===== src/rtl/assert_macros.svh =====
// Assertion macros shared by the RTL files of the erfcx core.
`ifndef ASSERT_MACROS_SVH
`define ASSERT_MACROS_SVH

// Condition holds at every clock edge outside reset.
`define ASSERT_ALWAYS(label, expr, msg) \
   label: assert property (@(posedge clock) disable iff (reset) (expr)) else $error(msg);

// Same-cycle implication.
`define ASSERT_IMPLIES(label, ante, cons, msg) \
   label: assert property (@(posedge clock) disable iff (reset) (ante) |-> (cons)) \
      else $error(msg);

// Next-cycle implication.
`define ASSERT_NEXT(label, ante, cons, msg) \
   label: assert property (@(posedge clock) disable iff (reset) (ante) |=> (cons)) \
      else $error(msg);

`endif


===== src/rtl/scfe_pkg.sv =====
// Package: constants, types and fixed-point helpers of the erfcx core.
`timescale 1ns / 1ps
package scfe_pkg;

   localparam int COEFF_COUNT      = 28;
   localparam int INPUT_FRAC_BITS  = 24;
   localparam int OUTPUT_FRAC_BITS = 30;

   localparam int ARG_W        = 32;
   localparam int VAL_W        = 32;
   localparam int FRAC         = 40;
   localparam int DW           = 48;
   localparam int HALF         = DW / 2;
   localparam int PROD_W       = 2 * DW + 1;
   localparam int TAYLOR_TERMS = 11;

   // divider: one quotient bit per stage
   localparam int DIV_STEPS = FRAC + 1;
   localparam int DEN_W     = ARG_W + 1;
   localparam int REM_W     = DEN_W + 1;
   localparam int T_W       = FRAC + 1;
   localparam int CL_STEPS  = COEFF_COUNT - 1;
   localparam int OUT_SHIFT = FRAC - OUTPUT_FRAC_BITS;

   // reciprocal multiply for the Horner divisions by k
   localparam int MAG_W       = DW - 1;
   localparam int RCP_W       = 52;
   localparam int RCP_SUM_W   = 2 * RCP_W - 4;
   localparam int RECIP_SHIFT = 51;

   localparam int LATENCY = DIV_STEPS + 1 + 2 * CL_STEPS + 3 + 4 * TAYLOR_TERMS + 5;

   localparam int FIFO_DEPTH = 4;
   localparam int PTR_W      = $clog2(FIFO_DEPTH);
   localparam int LVL_W      = $clog2(FIFO_DEPTH + 1);

   typedef logic signed [DW-1:0] fx_type;

   localparam longint FX_ONE_L = 64'sd1 <<< FRAC;
   localparam longint FX_MAX_L = (64'sd1 <<< (DW - 1)) - 64'sd1;
   localparam longint FX_MIN_L = -(64'sd1 <<< (DW - 1));
   localparam fx_type FX_ONE   = fx_type'(FX_ONE_L);
   localparam logic [DEN_W-1:0] DIV_NUM = DEN_W'(64'd2 << INPUT_FRAC_BITS);
   localparam longint VAL_LIM  = 64'sd1 <<< OUTPUT_FRAC_BITS;

   // Chebyshev coefficients in Q.40
   localparam longint CHEB [28] = '{
      -64'sd1432282911866, 64'sd705853251377, 64'sd21414608756, -64'sd10512996687,
      -64'sd1040792588, 64'sd403344293, 64'sd46754890, -64'sd22296532,
      -64'sd1785926, 64'sd1433385, 64'sd17181, -64'sd93720,
      64'sd7179, 64'sd5563, -64'sd1090, -64'sd250,
      64'sd106, 64'sd3, -64'sd8, 64'sd1,
      64'sd0, 64'sd0, 64'sd0, 64'sd0, 64'sd0, 64'sd0, 64'sd0, 64'sd0
   };

   // exp(-1.5), exp(-0.5), exp(0.5) in Q.40
   localparam longint EXP_MID [3] = '{
      64'sd245334205591, 64'sd666887512957, 64'sd1812788208096
   };

   // ceil(2^51 / k), index k
   localparam longint RECIP [TAYLOR_TERMS+1] = '{
      64'sd0, 64'sd2251799813685248, 64'sd1125899906842624, 64'sd750599937895083,
      64'sd562949953421312, 64'sd450359962737050, 64'sd375299968947542,
      64'sd321685687669322, 64'sd281474976710656, 64'sd250199979298361,
      64'sd225179981368525, 64'sd204709073971387
   };

   typedef struct packed {
      logic neg;
      logic refused;
   } tag_type;

   typedef struct packed {
      tag_type           tag;
      logic [ARG_W-1:0]  mag;
   } front_type;

   typedef struct packed {
      tag_type           tag;
      logic [DEN_W-1:0]  den;
      logic [REM_W-1:0]  rem;
      logic [T_W-1:0]    quo;
   } div_type;

   typedef struct packed {
      logic          sgn;
      logic [DW-1:0] hh;
      logic [DW-1:0] hl;
      logic [DW-1:0] lh;
      logic [DW-1:0] ll;
   } pp_type;

   typedef struct packed {
      logic             sgn;
      logic [RCP_W-1:0] hh;
      logic [RCP_W-1:0] hl;
      logic [RCP_W-1:0] lh;
      logic [RCP_W-1:0] ll;
   } rp_type;

   typedef struct packed {
      tag_type        tag;
      logic [T_W-1:0] t;
      fx_type         ty;
      fx_type         d;
      fx_type         dd;
      pp_type         pp;
   } cl_type;

   typedef struct packed {
      tag_type          tag;
      logic [T_W-1:0]   t;
      logic [1:0]       idx;
      fx_type           g;
      fx_type           p;
      logic [MAG_W-1:0] mag;
      logic             sgn;
      pp_type           pp;
      rp_type           rp;
   } ex_type;

   typedef struct packed {
      logic signed [VAL_W-1:0] value;
      logic                    status;
   } out_type;

   function automatic fx_type sat48(input logic signed [63:0] v);
      if (v > FX_MAX_L) return fx_type'(FX_MAX_L);
      if (v < FX_MIN_L) return fx_type'(FX_MIN_L);
      return fx_type'(v);
   endfunction

   // first half of a Q.40 product: four 24x24 partial products of the magnitudes
   function automatic pp_type fmul_pp(input fx_type a, input fx_type b);
      pp_type        r;
      logic [DW-1:0] ua;
      logic [DW-1:0] ub;
      ua = a[DW-1] ? (~a + 48'd1) : a;
      ub = b[DW-1] ? (~b + 48'd1) : b;
      r.sgn = a[DW-1] ^ b[DW-1];
      r.hh  = DW'(ua[DW-1:HALF]) * DW'(ub[DW-1:HALF]);
      r.hl  = DW'(ua[DW-1:HALF]) * DW'(ub[HALF-1:0]);
      r.lh  = DW'(ua[HALF-1:0]) * DW'(ub[DW-1:HALF]);
      r.ll  = DW'(ua[HALF-1:0]) * DW'(ub[HALF-1:0]);
      return r;
   endfunction

   // second half: sum, round half away from zero, apply sign
   function automatic logic signed [63:0] fmul_sum(input pp_type p);
      logic [PROD_W-1:0] s;
      logic [63:0]       q;
      s = (PROD_W'(p.hh) << (2 * HALF)) + (PROD_W'(p.hl) << HALF)
        + (PROD_W'(p.lh) << HALF) + PROD_W'(p.ll) + (PROD_W'(1) << (FRAC - 1));
      q = 64'(s >> FRAC);
      return p.sgn ? -$signed(q) : $signed(q);
   endfunction

   function automatic rp_type rcp_pp(input logic [MAG_W-1:0] m, input logic [RCP_W-1:0] r,
                                     input logic sgn);
      rp_type o;
      o.sgn = sgn;
      o.hh  = RCP_W'(m[MAG_W-1:HALF]) * RCP_W'(r[RCP_W-1:HALF]);
      o.hl  = RCP_W'(m[MAG_W-1:HALF]) * RCP_W'(r[HALF-1:0]);
      o.lh  = RCP_W'(m[HALF-1:0]) * RCP_W'(r[RCP_W-1:HALF]);
      o.ll  = RCP_W'(m[HALF-1:0]) * RCP_W'(r[HALF-1:0]);
      return o;
   endfunction

   // floor(m / k) from the reciprocal partial products
   function automatic logic [MAG_W-1:0] rcp_sum(input rp_type p);
      logic [RCP_SUM_W-1:0] s;
      s = (RCP_SUM_W'(p.hh) << (2 * HALF)) + (RCP_SUM_W'(p.hl) << HALF)
        + (RCP_SUM_W'(p.lh) << HALF) + RCP_SUM_W'(p.ll);
      return MAG_W'(s >> RECIP_SHIFT);
   endfunction

   function automatic fx_type exp_mid(input logic [1:0] idx);
      case (idx)
         2'd0:    return fx_type'(EXP_MID[0]);
         2'd1:    return fx_type'(EXP_MID[1]);
         default: return fx_type'(EXP_MID[2]);
      endcase
   endfunction

endpackage


===== src/rtl/scfe_fifo.sv =====
// Short queue between the front end and the arithmetic pipeline.
`timescale 1ns / 1ps
`include "assert_macros.svh"
module scfe_fifo (
   input  logic                 clock,
   input  logic                 reset,
   input  logic                 push,
   input  scfe_pkg::front_type  push_word,
   output logic                 full,
   input  logic                 pop,
   output scfe_pkg::front_type  head,
   output logic                 empty
);
   import scfe_pkg::*;

   front_type        slot_ff [FIFO_DEPTH];
   logic [PTR_W-1:0] wr_ff, wr_in, rd_ff, rd_in;
   logic [LVL_W-1:0] lvl_ff, lvl_in;

   assign full  = (lvl_ff == LVL_W'(FIFO_DEPTH));
   assign empty = (lvl_ff == '0);
   assign head  = slot_ff[rd_ff];

   // pointer and level update
   always_comb begin
      wr_in  = push ? wr_ff + 1'b1 : wr_ff;
      rd_in  = pop ? rd_ff + 1'b1 : rd_ff;
      lvl_in = lvl_ff + LVL_W'(push) - LVL_W'(pop);
   end

   always_ff @(posedge clock) begin
      if (reset) begin
         wr_ff  <= '0;
         rd_ff  <= '0;
         lvl_ff <= '0;
      end else begin
         wr_ff  <= wr_in;
         rd_ff  <= rd_in;
         lvl_ff <= lvl_in;
      end
      if (push) begin
         slot_ff[wr_ff] <= push_word;
      end
   end

   `ASSERT_ALWAYS(a_lvl_range, lvl_ff <= LVL_W'(FIFO_DEPTH), "queue level out of range")
   `ASSERT_ALWAYS(a_no_underflow, !(pop && empty), "pop from empty queue")
   `ASSERT_ALWAYS(a_no_overflow, !(push && full), "push into full queue")

endmodule


===== config.mk =====
export PLATFORM = sky130hd
export DESIGN_NAME = scfe_fifo
export DESIGN_NICKNAME = d
export VERILOG_FILES = /design/src/rtl/scfe_pkg.sv /design/src/rtl/scfe_fifo.sv
export VERILOG_INCLUDE_DIRS = /design/src /design/src/rtl
export SDC_FILE = /design/constraint.sdc
export NUM_CORES = 1
export LEC_CHECK = 0
export BUFFER_PORTS_ARGS = -buffer_cell sky130_fd_sc_hd__buf_4
export CORE_ASPECT_RATIO = 1.25
export CORE_MARGIN = 4
export CORE_UTILIZATION = 25
export CTS_CLUSTER_SIZE = 10
export DETAILED_ROUTE_END_ITERATION = 10
export PLACE_DENSITY_LB_ADDON = 0.12
export SYNTH_ARGS = -nofsm -noshare
export SYNTH_HDL_FRONTEND = slang
export SYNTH_SLANG_ARGS = --single-unit

===== constraint.sdc =====
create_clock -name clock -period 1.8 [get_ports clock]
set_input_delay 0.36 -clock clock [delete_from_list [all_inputs] [get_ports clock]]
set_output_delay 0.36 -clock clock [all_outputs]
set_load 0.03 [all_outputs]

==> flow_metrics.tcl <==
set metrics [dict create \
    outcome "finished, violations left" \
    ys_ff_latch 145 \
    num_vias 2466 \
    syn-cell-area_um2 5390 \
    n_antenna_cell 0 \
    path_cells "buf_12 -> mux4_2 -> buf_6" \
    io_buffer_count 73 \
    crit_arrival_ns 1.74 \
    drc 0 \
    final.setup_skew_ns 0.0123 \
    grt_max_degree 20 \
    relSlewSlack 0.766 \
    min_period_ns 2.10 \
    ant_nets 0 \
    first_pass_iters 4 \
    yosysUniqueCellTypes 22 \
    crit_path_end_kind "output pin" \
    rrSetupSlack_ns 0.25 \
    cts_sinks 145 \
    worstMarginPinSlew_ns 0.352 \
    power.density_nw_per_um2 1240 \
    multiInputGateArea_um2 1010 \
    rsz0062_at_grt "yes" \
    final-seq-area_um2 4270 \
    grt_pass1_wl_um 16600 \
    gp_congestion 0.634 \
    power.total_uw 8860 \
    ys_warn_count 0 \
    place_hpwl_um 6880 \
    drt-wirelength-per-cell_um 18.0 \
    clk_pin_slew_ns 0.06 \
    cts_max_level 4 \
    fp.dieH_um 172 \
    finalCritPeriodShare 1.17 \
    synth_seq_area_share 0.791 \
    core_um2 21000 \
    antenna_found_initial 0 \
    crit_cells 3 \
    final_cell_mix "136 x edfxtp_1, 54 x buf_4, 34 x mux4_2" \
    met2_usage 0.173 \
    syn-num-nets 265 \
    cp_num_buf_inv 2 \
    layout_commonest_cell "edfxtp_1" \
    grt_util_met3 0.0354 \
    synth.avg_cell_area_um2 24.5 \
    grt-ovfl-total 0 \
    critPathTopFamily "multiplexers" \
    finalMaxSlewViolations 0 \
    syn_to_final_growth_pct 32.2 \
    grt_use_total 0.0968 \
    hp-class "in -> reg" \
    cts_buffers 17 \
    min_path_cells 1 \
    violations "setup timing" \
    met1_usage 0.102 \
    drive_gt1_frac 0.482 \
    critPathKind "reg -> out" \
    cts_max_path_buffers 2 \
    power.leakage_uw 0.00245 \
    nets 366 \
    drt_wl_total_um 11000 \
    crit_path_start_kind "flop" \
    io_pins 74 \
    synth_cells 220 \
    worstPathMaxFanout 8 \
    n_fill_cell 2010 \
    drt_iter0_drc 86 \
    grt_busiest_layer "met2" \
    maxCapViolations 0 \
    cts_tree "done" \
    reg2regPathDepth 7 \
    final_area_um2 7130 \
    cpPeakStageDelay_ns 0.55 \
    hold_buffers 0 \
    setup_viol 34 \
    row_count 59 \
    clk_latency_ns 0.42 \
    required_ns 1.44 \
    die_x_um 139 \
    fmax_ghz 0.476 \
    placed_cell_area_um2 6350 \
    peakVddDrop_mv 0.577 \
    hold_viol 0 \
    initial_utilization 0.256 \
    routed_via_density 4.06 \
    root_buffer "clkbuf_16" \
    setup_ws_ns -0.300 \
    cp_slowest_cell "mux4_2" \
    dieArea_um2 24000 \
    grt_pass1_vias 2859 \
]
[through the flow]
step                      hold slack (ns)  std cells  utilization  setup slack, ns  TNS (ns)
after floorplan                     0.432        220            -           0.0293         0
after global placement              0.508        574        0.302          -0.0227   -0.0227
after detailed placement            0.534        574        0.302          -0.0410   -0.0410
after CTS                           0.112        609        0.338           -0.369    -11.00
after global routing                0.110        608        0.339           -0.371    -11.56
final                               0.136        608        0.339           -0.300     -8.66
[logic make-up after synthesis]
| family | Yosys count | synth area share |
|---|---|---|
| simple gates | 14 | 0.0139 |
| fa+ha+maj | 7 | 0.0176 |
| mux | 35 | 0.147 |
| xor+xnor | 3 | 0.00765 |
| compound gates | 2 | 0.00278 |
| buf+inv | 14 | 0.0209 |
| flops | 145 | 0.791 |
[path summary, 6_finish.rpt]
kind,start,endpoint
max,flop,head[4]
min,push_word[33],slot_ff[0][33]
max reg2reg,lvl_ff[0],lvl_ff[2]
min reg2reg,rd_ff[0],flop
[Yosys cell counts, drive strengths merged]
master	instances	share of area
a21bo	1	0.0019
a21oi	1	0.00093
and2	4	0.0046
and3	1	0.0012
buf	7	0.016
clkbuf	1	0.00070
dfxtp	9	0.033
edfxtp	136	0.76
fa	1	0.0037
ha	6	0.014
inv	6	0.0042
mux2i	1	0.0019
mux4	34	0.14
nand3b	1	0.0014
nor2	5	0.0035
nor2b	2	0.0023
nor3	1	0.00093
xnor2	2	0.0032
xor3	1	0.0044
[per-layer routing]
layer / up-vias / wire (µm) / part of all wire
met5: - / 0 / 0
li1: 1115 / - / -
met2: 49 / 5970 / 0.54
met3: 12 / 457 / 0.042
met4: 0 / 171 / 0.016
met1: 1290 / 4360 / 0.40
[power by group]
group          internal, µW  leakage [µW]  switching, µW  total, µW
Clock                  2340      0.000303           1390       3730
Combinational           575      0.000818            632       1210
Sequential             3870       0.00132           57.6       3930
[registers in the layout, indices dropped and copies added, names as in the netlist, named ones only]
register	count
slot_ff	136
lvl_ff	3
rd_ff	2
wr_ff	2
[cell type report]
type	instances	area share
well taps	274	0.0481
clock inverters	15	0.0288
inverters	6	0.00316
multi-input cells	61	0.141
clock buffers	17	0.0597
flip-flops and latches	145	0.599
repair buffers	90	0.120
[timing repair]
action | 4_1_cts | 5_1_grt
cloned | 1 | 0
endpoints found under the setup margin | 34 | 35
setup buffers | 2 | 0
resized for setup | 31 | 10
pin swaps | 0 | 1
(Power assumes the default switching activity.)
