### config.mk
export PLATFORM = sky130hd
export DESIGN_NAME = scfe_front_flat
export DESIGN_NICKNAME = d
export VERILOG_FILES = /design/src/rtl/assert_macros.svh /design/src/rtl/scfe_pkg.sv /design/src/rtl/scfe_if.sv /design/src/rtl/scfe_front.sv /design/src/flat_wrapper.sv
export SDC_FILE = /design/constraint.sdc
export NUM_CORES = 1
export LEC_CHECK = 0
export BUFFER_PORTS_ARGS = -buffer_cell sky130_fd_sc_hd__clkbuf_2
export CAP_MARGIN = 10
export CELL_PAD_IN_SITES_DETAIL_PLACEMENT = 0
export CELL_PAD_IN_SITES_GLOBAL_PLACEMENT = 1
export CORE_AREA = 2 2 113 71
export DETAILED_ROUTE_END_ITERATION = 8
export DIE_AREA = 0 0 115 73
export GPL_TIMING_DRIVEN = 1
export PLACE_DENSITY = 0.59
export SYNTH_ARGS = -nofsm -noshare
export SYNTH_HDL_FRONTEND = slang
export SYNTH_SLANG_ARGS = --single-unit
### constraint.sdc
create_clock -name clock -period 3 [get_ports clock]
set_input_delay 0.6 -clock clock [delete_from_list [all_inputs] [get_ports clock]]
set_output_delay 0.6 -clock clock [all_outputs]
set_load 0.02 [all_outputs]
### src/rtl/assert_macros.svh
// Assertion macros shared by the RTL files of the erfcx core.
`ifndef ASSERT_MACROS_SVH
`define ASSERT_MACROS_SVH

// Condition holds at every clock edge outside reset.
`define ASSERT_ALWAYS(label, expr, msg) \
   label: assert property (@(posedge clock) disable iff (reset) (expr)) else $error(msg);

// Same-cycle implication.
`define ASSERT_IMPLIES(label, ante, cons, msg) \
   label: assert property (@(posedge clock) disable iff (reset) (ante) |-> (cons)) \
      else $error(msg);

// Next-cycle implication.
`define ASSERT_NEXT(label, ante, cons, msg) \
   label: assert property (@(posedge clock) disable iff (reset) (ante) |=> (cons)) \
      else $error(msg);

`endif

### src/rtl/scfe_pkg.sv
// Package: constants, types and fixed-point helpers of the erfcx core.
`timescale 1ns / 1ps
package scfe_pkg;

   localparam int COEFF_COUNT      = 28;
   localparam int INPUT_FRAC_BITS  = 24;
   localparam int OUTPUT_FRAC_BITS = 30;

   localparam int ARG_W        = 32;
   localparam int VAL_W        = 32;
   localparam int FRAC         = 40;
   localparam int DW           = 48;
   localparam int HALF         = DW / 2;
   localparam int PROD_W       = 2 * DW + 1;
   localparam int TAYLOR_TERMS = 11;

   // divider: one quotient bit per stage
   localparam int DIV_STEPS = FRAC + 1;
   localparam int DEN_W     = ARG_W + 1;
   localparam int REM_W     = DEN_W + 1;
   localparam int T_W       = FRAC + 1;
   localparam int CL_STEPS  = COEFF_COUNT - 1;
   localparam int OUT_SHIFT = FRAC - OUTPUT_FRAC_BITS;

   // reciprocal multiply for the Horner divisions by k
   localparam int MAG_W       = DW - 1;
   localparam int RCP_W       = 52;
   localparam int RCP_SUM_W   = 2 * RCP_W - 4;
   localparam int RECIP_SHIFT = 51;

   localparam int LATENCY = DIV_STEPS + 1 + 2 * CL_STEPS + 3 + 4 * TAYLOR_TERMS + 5;

   localparam int FIFO_DEPTH = 4;
   localparam int PTR_W      = $clog2(FIFO_DEPTH);
   localparam int LVL_W      = $clog2(FIFO_DEPTH + 1);

   typedef logic signed [DW-1:0] fx_type;

   localparam longint FX_ONE_L = 64'sd1 <<< FRAC;
   localparam longint FX_MAX_L = (64'sd1 <<< (DW - 1)) - 64'sd1;
   localparam longint FX_MIN_L = -(64'sd1 <<< (DW - 1));
   localparam fx_type FX_ONE   = fx_type'(FX_ONE_L);
   localparam logic [DEN_W-1:0] DIV_NUM = DEN_W'(64'd2 << INPUT_FRAC_BITS);
   localparam longint VAL_LIM  = 64'sd1 <<< OUTPUT_FRAC_BITS;

   // Chebyshev coefficients in Q.40
   localparam longint CHEB [28] = '{
      -64'sd1432282911866, 64'sd705853251377, 64'sd21414608756, -64'sd10512996687,
      -64'sd1040792588, 64'sd403344293, 64'sd46754890, -64'sd22296532,
      -64'sd1785926, 64'sd1433385, 64'sd17181, -64'sd93720,
      64'sd7179, 64'sd5563, -64'sd1090, -64'sd250,
      64'sd106, 64'sd3, -64'sd8, 64'sd1,
      64'sd0, 64'sd0, 64'sd0, 64'sd0, 64'sd0, 64'sd0, 64'sd0, 64'sd0
   };

   // exp(-1.5), exp(-0.5), exp(0.5) in Q.40
   localparam longint EXP_MID [3] = '{
      64'sd245334205591, 64'sd666887512957, 64'sd1812788208096
   };

   // ceil(2^51 / k), index k
   localparam longint RECIP [TAYLOR_TERMS+1] = '{
      64'sd0, 64'sd2251799813685248, 64'sd1125899906842624, 64'sd750599937895083,
      64'sd562949953421312, 64'sd450359962737050, 64'sd375299968947542,
      64'sd321685687669322, 64'sd281474976710656, 64'sd250199979298361,
      64'sd225179981368525, 64'sd204709073971387
   };

   typedef struct packed {
      logic neg;
      logic refused;
   } tag_type;

   typedef struct packed {
      tag_type           tag;
      logic [ARG_W-1:0]  mag;
   } front_type;

   typedef struct packed {
      tag_type           tag;
      logic [DEN_W-1:0]  den;
      logic [REM_W-1:0]  rem;
      logic [T_W-1:0]    quo;
   } div_type;

   typedef struct packed {
      logic          sgn;
      logic [DW-1:0] hh;
      logic [DW-1:0] hl;
      logic [DW-1:0] lh;
      logic [DW-1:0] ll;
   } pp_type;

   typedef struct packed {
      logic             sgn;
      logic [RCP_W-1:0] hh;
      logic [RCP_W-1:0] hl;
      logic [RCP_W-1:0] lh;
      logic [RCP_W-1:0] ll;
   } rp_type;

   typedef struct packed {
      tag_type        tag;
      logic [T_W-1:0] t;
      fx_type         ty;
      fx_type         d;
      fx_type         dd;
      pp_type         pp;
   } cl_type;

   typedef struct packed {
      tag_type          tag;
      logic [T_W-1:0]   t;
      logic [1:0]       idx;
      fx_type           g;
      fx_type           p;
      logic [MAG_W-1:0] mag;
      logic             sgn;
      pp_type           pp;
      rp_type           rp;
   } ex_type;

   typedef struct packed {
      logic signed [VAL_W-1:0] value;
      logic                    status;
   } out_type;

   function automatic fx_type sat48(input logic signed [63:0] v);
      if (v > FX_MAX_L) return fx_type'(FX_MAX_L);
      if (v < FX_MIN_L) return fx_type'(FX_MIN_L);
      return fx_type'(v);
   endfunction

   // first half of a Q.40 product: four 24x24 partial products of the magnitudes
   function automatic pp_type fmul_pp(input fx_type a, input fx_type b);
      pp_type        r;
      logic [DW-1:0] ua;
      logic [DW-1:0] ub;
      ua = a[DW-1] ? (~a + 48'd1) : a;
      ub = b[DW-1] ? (~b + 48'd1) : b;
      r.sgn = a[DW-1] ^ b[DW-1];
      r.hh  = DW'(ua[DW-1:HALF]) * DW'(ub[DW-1:HALF]);
      r.hl  = DW'(ua[DW-1:HALF]) * DW'(ub[HALF-1:0]);
      r.lh  = DW'(ua[HALF-1:0]) * DW'(ub[DW-1:HALF]);
      r.ll  = DW'(ua[HALF-1:0]) * DW'(ub[HALF-1:0]);
      return r;
   endfunction

   // second half: sum, round half away from zero, apply sign
   function automatic logic signed [63:0] fmul_sum(input pp_type p);
      logic [PROD_W-1:0] s;
      logic [63:0]       q;
      s = (PROD_W'(p.hh) << (2 * HALF)) + (PROD_W'(p.hl) << HALF)
        + (PROD_W'(p.lh) << HALF) + PROD_W'(p.ll) + (PROD_W'(1) << (FRAC - 1));
      q = 64'(s >> FRAC);
      return p.sgn ? -$signed(q) : $signed(q);
   endfunction

   function automatic rp_type rcp_pp(input logic [MAG_W-1:0] m, input logic [RCP_W-1:0] r,
                                     input logic sgn);
      rp_type o;
      o.sgn = sgn;
      o.hh  = RCP_W'(m[MAG_W-1:HALF]) * RCP_W'(r[RCP_W-1:HALF]);
      o.hl  = RCP_W'(m[MAG_W-1:HALF]) * RCP_W'(r[HALF-1:0]);
      o.lh  = RCP_W'(m[HALF-1:0]) * RCP_W'(r[RCP_W-1:HALF]);
      o.ll  = RCP_W'(m[HALF-1:0]) * RCP_W'(r[HALF-1:0]);
      return o;
   endfunction

   // floor(m / k) from the reciprocal partial products
   function automatic logic [MAG_W-1:0] rcp_sum(input rp_type p);
      logic [RCP_SUM_W-1:0] s;
      s = (RCP_SUM_W'(p.hh) << (2 * HALF)) + (RCP_SUM_W'(p.hl) << HALF)
        + (RCP_SUM_W'(p.lh) << HALF) + RCP_SUM_W'(p.ll);
      return MAG_W'(s >> RECIP_SHIFT);
   endfunction

   function automatic fx_type exp_mid(input logic [1:0] idx);
      case (idx)
         2'd0:    return fx_type'(EXP_MID[0]);
         2'd1:    return fx_type'(EXP_MID[1]);
         default: return fx_type'(EXP_MID[2]);
      endcase
   endfunction

endpackage

### src/rtl/scfe_if.sv
// Channel interfaces: argument words in, result words out.
`timescale 1ns / 1ps
interface scfe_req_if;
   import scfe_pkg::*;
   logic                    valid;
   logic                    ready;
   logic signed [ARG_W-1:0] argument;
   logic                    odd_extension;
   modport source (output valid, argument, odd_extension, input ready);
   modport sink   (input valid, argument, odd_extension, output ready);
endinterface


### src/rtl/scfe_front.sv
// Front end: takes argument words, splits sign and magnitude, feeds the queue.
`timescale 1ns / 1ps
module scfe_front (
   input  logic                 clock,
   input  logic                 reset,
   scfe_req_if.sink             req_port,
   input  logic                 q_full,
   output logic                 q_push,
   output scfe_pkg::front_type  q_word
);
   import scfe_pkg::*;

   logic      hold_v_ff, hold_v_in;
   front_type hold_ff, hold_in;
   front_type cls;
   logic      accept;

   // classify: sign, refusal, exact magnitude (2^31 for the most negative word)
   always_comb begin
      cls.tag.neg     = req_port.argument[ARG_W-1];
      cls.tag.refused = req_port.argument[ARG_W-1] & ~req_port.odd_extension;
      cls.mag         = req_port.argument[ARG_W-1] ? (~req_port.argument + 32'd1)
                                                   : req_port.argument;
   end

   assign q_push         = hold_v_ff & ~q_full;
   assign req_port.ready = ~hold_v_ff | ~q_full;
   assign accept         = req_port.valid & req_port.ready;
   assign q_word         = hold_ff;

   always_comb begin
      hold_v_in = accept | (hold_v_ff & ~q_push);
      hold_in   = accept ? cls : hold_ff;
   end

   always_ff @(posedge clock) begin
      if (reset) begin
         hold_v_ff <= 1'b0;
      end else begin
         hold_v_ff <= hold_v_in;
      end
      hold_ff <= hold_in;
   end

endmodule

### src/flat_wrapper.sv
// flat-port wrapper written by rule: the top's interface ports become plain ports
module scfe_front_flat import scfe_pkg::*;
  (clock, reset, q_full, q_push, q_word, req_port_valid, req_port_argument, req_port_odd_extension, req_port_ready);
  scfe_req_if req_port_i ();
  input  logic clock;
  input  logic reset;
  input  logic q_full;
  output logic q_push;
  output scfe_pkg::front_type q_word;
  input wire logic [$bits(req_port_i.valid)-1:0] req_port_valid;
  input wire logic [$bits(req_port_i.argument)-1:0] req_port_argument;
  input wire logic [$bits(req_port_i.odd_extension)-1:0] req_port_odd_extension;
  output wire logic [$bits(req_port_i.ready)-1:0] req_port_ready;
  assign req_port_i.valid = req_port_valid;
  assign req_port_i.argument = req_port_argument;
  assign req_port_i.odd_extension = req_port_odd_extension;
  assign req_port_ready = req_port_i.ready;
  scfe_front u_core (.clock(clock), .reset(reset), .req_port(req_port_i), .q_full(q_full), .q_push(q_push), .q_word(q_word));
endmodule
==> reports/metrics.yaml, run 1 <==
status: "finished clean"
min_period_over_period: 0.833
setup_violations: 0
syn-cell-area_um2: 1810
regArea_um2: 1040
dieArea_um2: 8400
rsz0062_at_grt: "no"
nets: 260
critPathArrivalTime_ns: 2.63
rr_endpoint: "u_core.q_word[24]$_DFFE_PP_"
postRouteAntennaNets: 0
fp.coreArea_um2: 7510
via_count: 1442
clkLatencyLatePin_ns: 0.27
start_util: 0.242
clk_pin_slew_worst_paths_ns: 0.05
synth_seq_area_share: 0.574
cts_root_buffer: "clkbuf_16"
ys.flop_type: "edfxtp_1"
synth_top_area_share: 0.563
grt-ovfl-total: 0
post-dp-hpwl_um: 3470
skew_ns: 0.00350
post_cts_buffers: 0
rows: 25
io_pins: 73
hold_path.class: "input port to register"
cts_tree: "built"
cp-start-kind: "input port"
antenna_found_initial: 0
avgSynthCellArea_um2: 12.7
synth-seq-cells: 35
maxSlewHeadroom: 0.577
path_max_fanout: 8
pwr_density_cell_nw_per_um2: 533
synth_area_leaders: "edfxtp_1 56%, xnor2_1 14%, o41ai_1 5.8%"
cap_viol_max_count: 0
dp.cells: 308
period_minus_slack_ns: 2.50
end_kind: "register"
ys_top_cells_by_count: "34 x edfxtp_1, 29 x xnor2_1, 13 x nand2_1"
viasPerCell: 4.59
critPathMaxStageDelay_ns: 0.64
place_congestion: 0.756
cts_buffer_depth: 2
cts_made_buffers: 5
hold_depth: 2
min_from: "reset"
clock-sinks: 35
reg2reg_depth: 3
htree_levels: 2
clock.fmax_ghz: 0.400
vdd_drop_max_mv: 0.222
initialDrtViolationCount: 99
synth_nets: 182
finish.utilization: 0.324
grt_max_degree: 35
p_leak_uw: 0.000906
grt_pass1_wl_um: 7420
yosys_warnings: 0
diodes: 0
r2r_setup_slack_ns: 1.70
hold_ws_ns: 0.487
num-fill-cells: 774
drt_pass1_iterations: 5
cts.repair.resized: 0
synth_top_area_cell: "edfxtp_1"
cp_slowest_cell: "or4_1"
syn_inst: 143
cp_cell_sequence: "clkbuf_2 -> nor4_2 -> nand4b_1 -> or4_1 -> nor3b_2"
tightest_slew_ns: 0.630
drc: 0
multiInputGateArea_um2: 751
yosysMostFrequentCell: "edfxtp_1"
first_global_vias: 1386
io_buffer_count: 72
drive_gt1_frac: 0.395
cp_data_required_time_ns: 3.13
track_usage: 0.118
hold_path_end: "u_core.hold_v_ff$_SDFF_PP0_"
syn_to_final_growth_pct: 33.9
wl_um: 4790
die_w_um: 115
slew_viol_final: 0
stdcell_count: 314
tns_ns: 0
crit_type: "input port to register"
wl_per_cell_um: 15.2
hold_buffers: 0
die_h_um: 73
synthDistinctLibCells: 27
r2r_start: "u_core.hold_v_ff$_SDFF_PP0_"
async_reset_ff_frac: 0
hold_viol_final: 0
synth_edf_count: 34
[metrics by stage]
step | setup slack [ns] | power [µW] | area (µm²)
floorplan | 0.751 | 734 | 1810
global placement | 0.235 | 830 | 2300
detailed placement | 0.209 | 831 | 2300
CTS | 0.525 | 1310 | 2430
global route | 0.340 | 1360 | 2430
finish | 0.501 | 1290 | 2430
[kinds of logic (layout without fill, tap and decap cells)]
kind of cell / count (synthesis) / after routing / share of synthesized area
AND/OR/NAND/NOR: 47 / 47 / 0.162
flip-flops: 35 / 35 / 0.574
buffers and inverters: 6 / 83 / 0.0124
XOR/XNOR: 29 / 29 / 0.140
AO/OA/AOI/OAI: 24 / 24 / 0.0979
adder cells (fa/ha/maj): 2 / 2 / 0.0138
[worst max path at each step]
stage | from | end | slack (ns) | cells past startpoint
after floorplan | req_port_argument[25] | u_core.q_word[31]$_SDFFCE_PN0P_ | 0.75 | 4
after global placement | req_port_argument[11] | u_core.q_word[31]$_SDFFCE_PN0P_ | 0.24 | 5
final | req_port_argument[11] | u_core.q_word[31]$_SDFFCE_PN0P_ | 0.50 | 5
after CTS | req_port_argument[11] | u_core.q_word[31]$_SDFFCE_PN0P_ | 0.52 | 5
after global routing | req_port_argument[11] | u_core.q_word[31]$_SDFFCE_PN0P_ | 0.34 | 5
after detailed placement | req_port_argument[13] | u_core.q_word[31]$_SDFFCE_PN0P_ | 0.21 | 5
[registers in the layout (all words and copies together) (netlist names)]
register	count
u_core.hold_v_ff	1
u_core.q_word	34
[cells in the final DEF (no fill, tap or decap), types with 4 or more instances in the layout]
cell / netlist / layout
nand4_1: 4 / 4
edfxtp_1: 34 / 34
nand2_1: 13 / 13
o31ai_1: 5 / 5
o21ai_0: 6 / 6
clkbuf_2: 0 / 72
o41ai_1: 12 / 12
clkbuf_16: 0 / 5
nor2_1: 5 / 5
xnor2_1: 29 / 29
[worst max-delay path, delay by kind of cell]
kind / cells / cell delay [ns]
buffers and inverters: 1 / 0.12
AND/OR/NAND/NOR: 4 / 1.91
[routing by layer]
layer	GRT usage	wire length (µm)	vias up
li1	-	-	704
met3	0.0440	365	2
met4	0.0295	17	0
met5	0	0	-
met1	0.177	2460	679
met2	0.156	1950	57
[cell type report]
| cell class | instances | share of cell area |
|---|---|---|
| sequential | 35 | 0.429 |
| multi-input combinational | 102 | 0.309 |
| timing repair buffer | 75 | 0.158 |
| clock buffer | 6 | 0.0531 |
| tap | 94 | 0.0484 |
| inverter | 2 | 0.00309 |
[where the power goes]
group	leakage, µW	internal [µW]	switching, µW
logic	0.000505	82.4	138
clock network	0.0000628	298	177
registers	0.000338	588	11.0
total	0.000906	968	326
Power figures use the tool's default switching activity.
==> run 2: changes to the inputs <==
ABC_AREA = 1   (was default)
CORE_AREA = 2 2 123 77   (was 2 2 113 71)
DIE_AREA = 0 0 125 79   (was 0 0 115 73)
PLACE_DENSITY = 0.6   (was 0.59)
clock period = 2.3 ns   (was 3 ns; I/O delays follow)
==> reports/metrics.yaml, run 2 <==
io_pins: 73
track_usage: 0.132
stdcell_count: 460
critPathArrivalTime_ns: 1.51
clock-sinks: 35
setup_violations: 0
place_congestion: 0.829
pwr-share-comb: 0.190
cts_tree: "built"
cp_data_required_time_ns: 2.33
vdd_drop_max_mv: 0.265
grt_pass1_wl_um: 9890
cts_buffer_depth: 2
crit_type: "input port to register"
async_reset_ff_frac: 0
rsz0062_at_grt: "no"
dieArea_um2: 9880
synth_nets: 306
hold_path.class: "input port to register"
nets: 384
rr_endpoint: "u_core.q_word[31]$_SDFFCE_PN0P_"
min_period_over_period: 0.643
synth_seq_area_share: 0.483
switchingPower_uw: 490
synth_edf_count: 34
yosysMostFrequentCell: "nand2_1"
hold_viol_final: 0
tns_ns: 0
diodes: 0
wl_per_cell_um: 13.7
cap_viol_max_count: 0
die_h_um: 79
wl_um: 6310
htree_levels: 2
clk_pin_slew_worst_paths_ns: 0.05
hold_depth: 2
internal-power_uw: 1260
cts_root_buffer: "clkbuf_16"
tightest_slew_ns: 0.476
yosys_warnings: 0
skew_ns: 0.00630
viasPerCell: 4.24
hold_path_end: "u_core.hold_v_ff$_SDFF_PP0_"
cts.repair.resized: 0
drt_pass1_iterations: 4
postRouteAntennaNets: 0
grt_max_degree: 35
synthDistinctLibCells: 25
syn_to_final_growth_pct: 29.5
syn_inst: 267
p_seq_frac: 0.443
die_w_um: 125
post_cts_buffers: 0
initialDrtViolationCount: 110
first_global_vias: 1853
r2r_setup_slack_ns: 1.03
reg2reg_depth: 2
slew_viol_final: 0
largest_reg_flops: 34
end_kind: "register"
p_sw_frac: 0.280
antenna_found_initial: 0
fp.coreArea_um2: 8850
p_clk_frac: 0.367
hold_ws_ns: 0.335
drc: 0
via_count: 1950
synth-seq-cells: 35
min_from: "reset"
status: "finished clean"
io_buffer_count: 72
dp.cells: 454
hold_buffers: 0
r2r_start: "u_core.hold_v_ff$_SDFF_PP0_"
clkLatencyLatePin_ns: 0.28
synth_top_area_share: 0.474
syn-cell-area_um2: 2160
avgSynthCellArea_um2: 8.07
period_minus_slack_ns: 1.48
maxSlewHeadroom: 0.682
cp-start-kind: "input port"
ys_top_cells_by_count: "94 x nand2_1, 42 x nor2_1, 34 x edfxtp_1"
start_util: 0.244
post-dp-hpwl_um: 4910
grt-ovfl-total: 0
rows: 27
drive_gt1_frac: 0.297
layout_common_cells: "94 x nand2_1, 72 x clkbuf_2, 42 x nor2_1"
p_leak_uw: 0.00126
ys.flop_type: "edfxtp_1"
cts_made_buffers: 5
clock.fmax_ghz: 0.677
synth_top_area_cell: "edfxtp_1"
layout_commonest_cell: "nand2_1"
pwr_density_cell_nw_per_um2: 627
total_power_uw: 1750
synth_area_leaders: "edfxtp_1 47%, nand2_1 16%, nor2_1 7.3%"
path_max_fanout: 7
[run 2: cell types whose count changed in the layout (fill, tap and decap cells not counted), moves of 4 or more]
cell     delta
o31ai_1     -5
nand2_2     +6
xnor2_1    -20
nor2_1     +37
nor2_4      +5
nand2_1    +81
inv_1      +24
o41ai_1    -12
nor2_2      +6
xor2_1      +4
nand3_1    +14
[run 2: worst max path at each step]
| stage | startpoint | end | slack (ns) | cells past startpoint |
|---|---|---|---|---|
| global route | req_port_argument[17] | u_core.q_word[18]$_DFFE_PP_ | 0.68 | 9 |
| floorplan | q_full | u_core.q_word[0]$_DFFE_PP_ | 0.42 | 1 |
| detailed placement | req_port_argument[0] | u_core.q_word[28]$_DFFE_PP_ | 0.53 | 10 |
| finish | req_port_argument[0] | u_core.q_word[12]$_DFFE_PP_ | 0.82 | 7 |
| global placement | req_port_argument[17] | u_core.q_word[18]$_DFFE_PP_ | 0.53 | 9 |
| CTS | req_port_argument[0] | u_core.q_word[28]$_DFFE_PP_ | 0.83 | 10 |
[run 2: cell families after synthesis]
kind of cell               count (synthesis)  synth area share
and+or+nand+nor                          176             0.358
buffers and inverters                     29            0.0563
adders and majority gates                  2            0.0116
AOI/OAI and AO/OA                         12            0.0383
xor gates and xnor gates                  13            0.0528
DFF                                       35             0.483
[run 2: critical path, stage by stage]
cell	delay [ns]
clkbuf_2	0.09
inv_1	0.11
ha_1	0.20
nand2_2	0.10
o21ai_4	0.29
nand2_1	0.11
xor2_1	0.15
[run 2: cell type report]
class | instances | area (µm²)
fillers | 965 | 6060
flip-flops and latches | 35 | 1040
multi-input cells | 203 | 1000
repair buffers | 74 | 375
well taps | 116 | 145
clock buffers | 6 | 129
inverters | 26 | 97.6
[run 2: layer usage]
metal | wire length (µm) | track usage | vias to the layer above | share of wire
met4 | 56 | 0.0333 | 0 | 0.0089
met2 | 2280 | 0.173 | 61 | 0.36
met1 | 3590 | 0.205 | 878 | 0.57
met3 | 384 | 0.0377 | 7 | 0.061
li1 | - | - | 1004 | -
met5 | 0 | 0 | - | 0
[run 2: stage by stage]
| stage | worst slack (ns) | utilization | cell area, µm² |
|---|---|---|---|
| 2_1_floorplan | 0.424 | - | 2160 |
| 3_3_place_gp | 0.528 | 0.301 | 2660 |
| 3_5_place_dp | 0.534 | 0.301 | 2660 |
| 4_1_cts | 0.834 | 0.316 | 2790 |
| 5_1_grt | 0.679 | 0.316 | 2790 |
| 6_report | 0.822 | 0.316 | 2790 |
[run 2: power groups by stage]
stage               Combinational (µW)  Clock (µW)  Sequential (µW)
floorplan                          141           0              847
global placement                   333           0              790
detailed placement                 335           0              788
CTS                                337         663              776
global route                       370         694              781
finish                             333         642              776
==> run 3: changes to the inputs <==
clock period = 1.4 ns   (was 2.3 ns; I/O delays follow)
==> reports/metrics.yaml, run 3 (same netlist as run 2, synthesis figures left out) <==
wl_per_cell_um: 12.9
dp.cells: 485
wl_met1_um: 3440
skew_ns: 0.00238
track_usage: 0.133
htree_levels: 2
io_pins: 73
vdd_drop_max_mv: 0.430
layout_commonest_cell: "nand2_1"
critPathMaxStageDelay_ns: 0.20
end_kind: "register"
hold_buffers: 0
hold_path.class: "input port to register"
die_w_um: 125
postRouteAntennaNets: 0
critPathArrivalTime_ns: 1.31
r2r_start: "u_core.hold_v_ff$_SDFF_PP0_"
hold_depth: 2
initialDrtViolationCount: 99
drt_pass1_iterations: 4
antenna_found_initial: 0
crit_type: "input port to register"
cts_root_buffer: "clkbuf_16"
nets: 415
tightest_slew_ns: 0.321
cap_viol_max_count: 0
first_global_vias: 1946
wl_met3_um: 530
diodes: 0
clock.fmax_ghz: 0.781
path_max_fanout: 3
syn_to_final_growth_pct: 43.2
num-fill-cells: 974
rsz0062_at_grt: "no"
hold_path_end: "u_core.hold_v_ff$_SDFF_PP0_"
wl_um: 6340
route.met2.wl_um: 2340
stdcell_count: 493
grt_pass1_wl_um: 10100
cts_tree: "built"
maxSlewHeadroom: 0.786
status: "finished clean"
via_count: 2006
r2r_setup_slack_ns: 0.32
setup_violations: 0
viasPerCell: 4.07
top_layer_used: "met4"
dieArea_um2: 9880
drive_gt1_frac: 0.361
drc: 0
cp_cell_sequence: "clkbuf_2 -> inv_1 -> ha_1 -> nand2_2 -> nor2_2 -> nor2_2 -> nor2_2 -> nand2_1 -> nand2_1 -> nand2_1"
rows: 27
cp_slowest_cell: "ha_1"
pwr_density_cell_nw_per_um2: 1020
grt-ovfl-total: 0
layout_common_cells: "94 x nand2_1, 72 x clkbuf_2, 41 x nor2_1"
min_period_over_period: 0.915
clk_pin_slew_worst_paths_ns: 0.06
cts_buffer_depth: 2
p_leak_uw: 0.00143
cp_data_required_time_ns: 1.42
period_minus_slack_ns: 1.28
cp-start-kind: "input port"
clock-sinks: 35
io_buffer_count: 72
rr_endpoint: "u_core.q_word[31]$_SDFFCE_PN0P_"
grt_max_degree: 35
cts_made_buffers: 5
start_util: 0.244
total_power_uw: 3160
post-dp-hpwl_um: 5030
min_from: "reset"
hold_viol_final: 0
place_congestion: 0.843
die_h_um: 79
largest_reg_flops: 34
fp.coreArea_um2: 8850
reg2reg_depth: 2
slew_viol_final: 0
clkLatencyLatePin_ns: 0.28
[run 3: cell types whose count changed in the layout (fill, tap and decap cells not counted), sizes merged]
| cell | before | now |
|---|---|---|
| buf | 2 | 33 |
| bufinv | 0 | 1 |
| clkbuf | 78 | 77 |
| clkinv | 0 | 2 |
[run 3: critical path, delay by kind of cell]
kind	cells	cell delay, ns
fa+ha+maj	1	0.20
buf+inv	2	0.20
simple gates	7	0.61
[run 3: layer usage]
| metal | GRT usage | vias to the layer above |
|---|---|---|
| met5 | 0 | - |
| met4 | 0.0267 | 0 |
| met3 | 0.0418 | 4 |
| met2 | 0.177 | 63 |
| met1 | 0.206 | 867 |
| li1 | - | 1072 |
[run 3: stage by stage]
step	worst slack [ns]	hold WS (ns)	setup TNS [ns]	util	instance area, µm²
2_1_floorplan	0.0465	0.349	0	-	2170
3_3_place_gp	-0.160	0.443	-1.47	0.330	2920
3_5_place_dp	-0.191	0.445	-1.76	0.330	2920
4_1_cts	0.109	0.146	0	0.349	3090
5_1_grt	0.0321	0.156	0	0.349	3090
6_report	0.120	0.152	0	0.349	3090
[run 3: cell type report]
class	instances	area, µm²	share of cell area
clock buffers	5	125	0.0405
clock inverters	3	38.8	0.0126
inverters	26	97.6	0.0316
multi-input cells	203	1010	0.326
flip-flops and latches	35	1040	0.337
well taps	116	145	0.0470
repair buffers	105	633	0.205
[run 3: what timing repair did]
item,in CTS,in global routing
setup buffers,0,0
gates resized for setup,0,1
setup endpoints to repair,0,1
[run 3: how the worst max path moves through the flow]
| stage | startpoint | to | slack [ns] |
|---|---|---|---|
| finish | req_port_argument[0] | u_core.q_word[28]$_DFFE_PP_ | 0.12 |
| global route | req_port_argument[0] | u_core.q_word[28]$_DFFE_PP_ | 0.03 |
| floorplan | u_core.hold_v_ff$_SDFF_PP0_ | u_core.q_word[0]$_DFFE_PP_ | 0.05 |
| detailed placement | req_port_argument[0] | u_core.q_word[28]$_DFFE_PP_ | -0.19 |
| CTS | req_port_argument[0] | u_core.q_word[28]$_DFFE_PP_ | 0.11 |
| global placement | req_port_argument[0] | u_core.q_word[28]$_DFFE_PP_ | -0.16 |
[run 3: report_power, final]
| part | total, µW | internal, µW | switching [µW] | leakage (µW) |
|---|---|---|---|---|
| registers | 1270 | 1250 | 22.7 | 0.000339 |
| clock network | 1270 | 830 | 437 | 0.0000812 |
| logic | 619 | 238 | 381 | 0.00101 |
| total | 3160 | 2320 | 840 | 0.00143 |
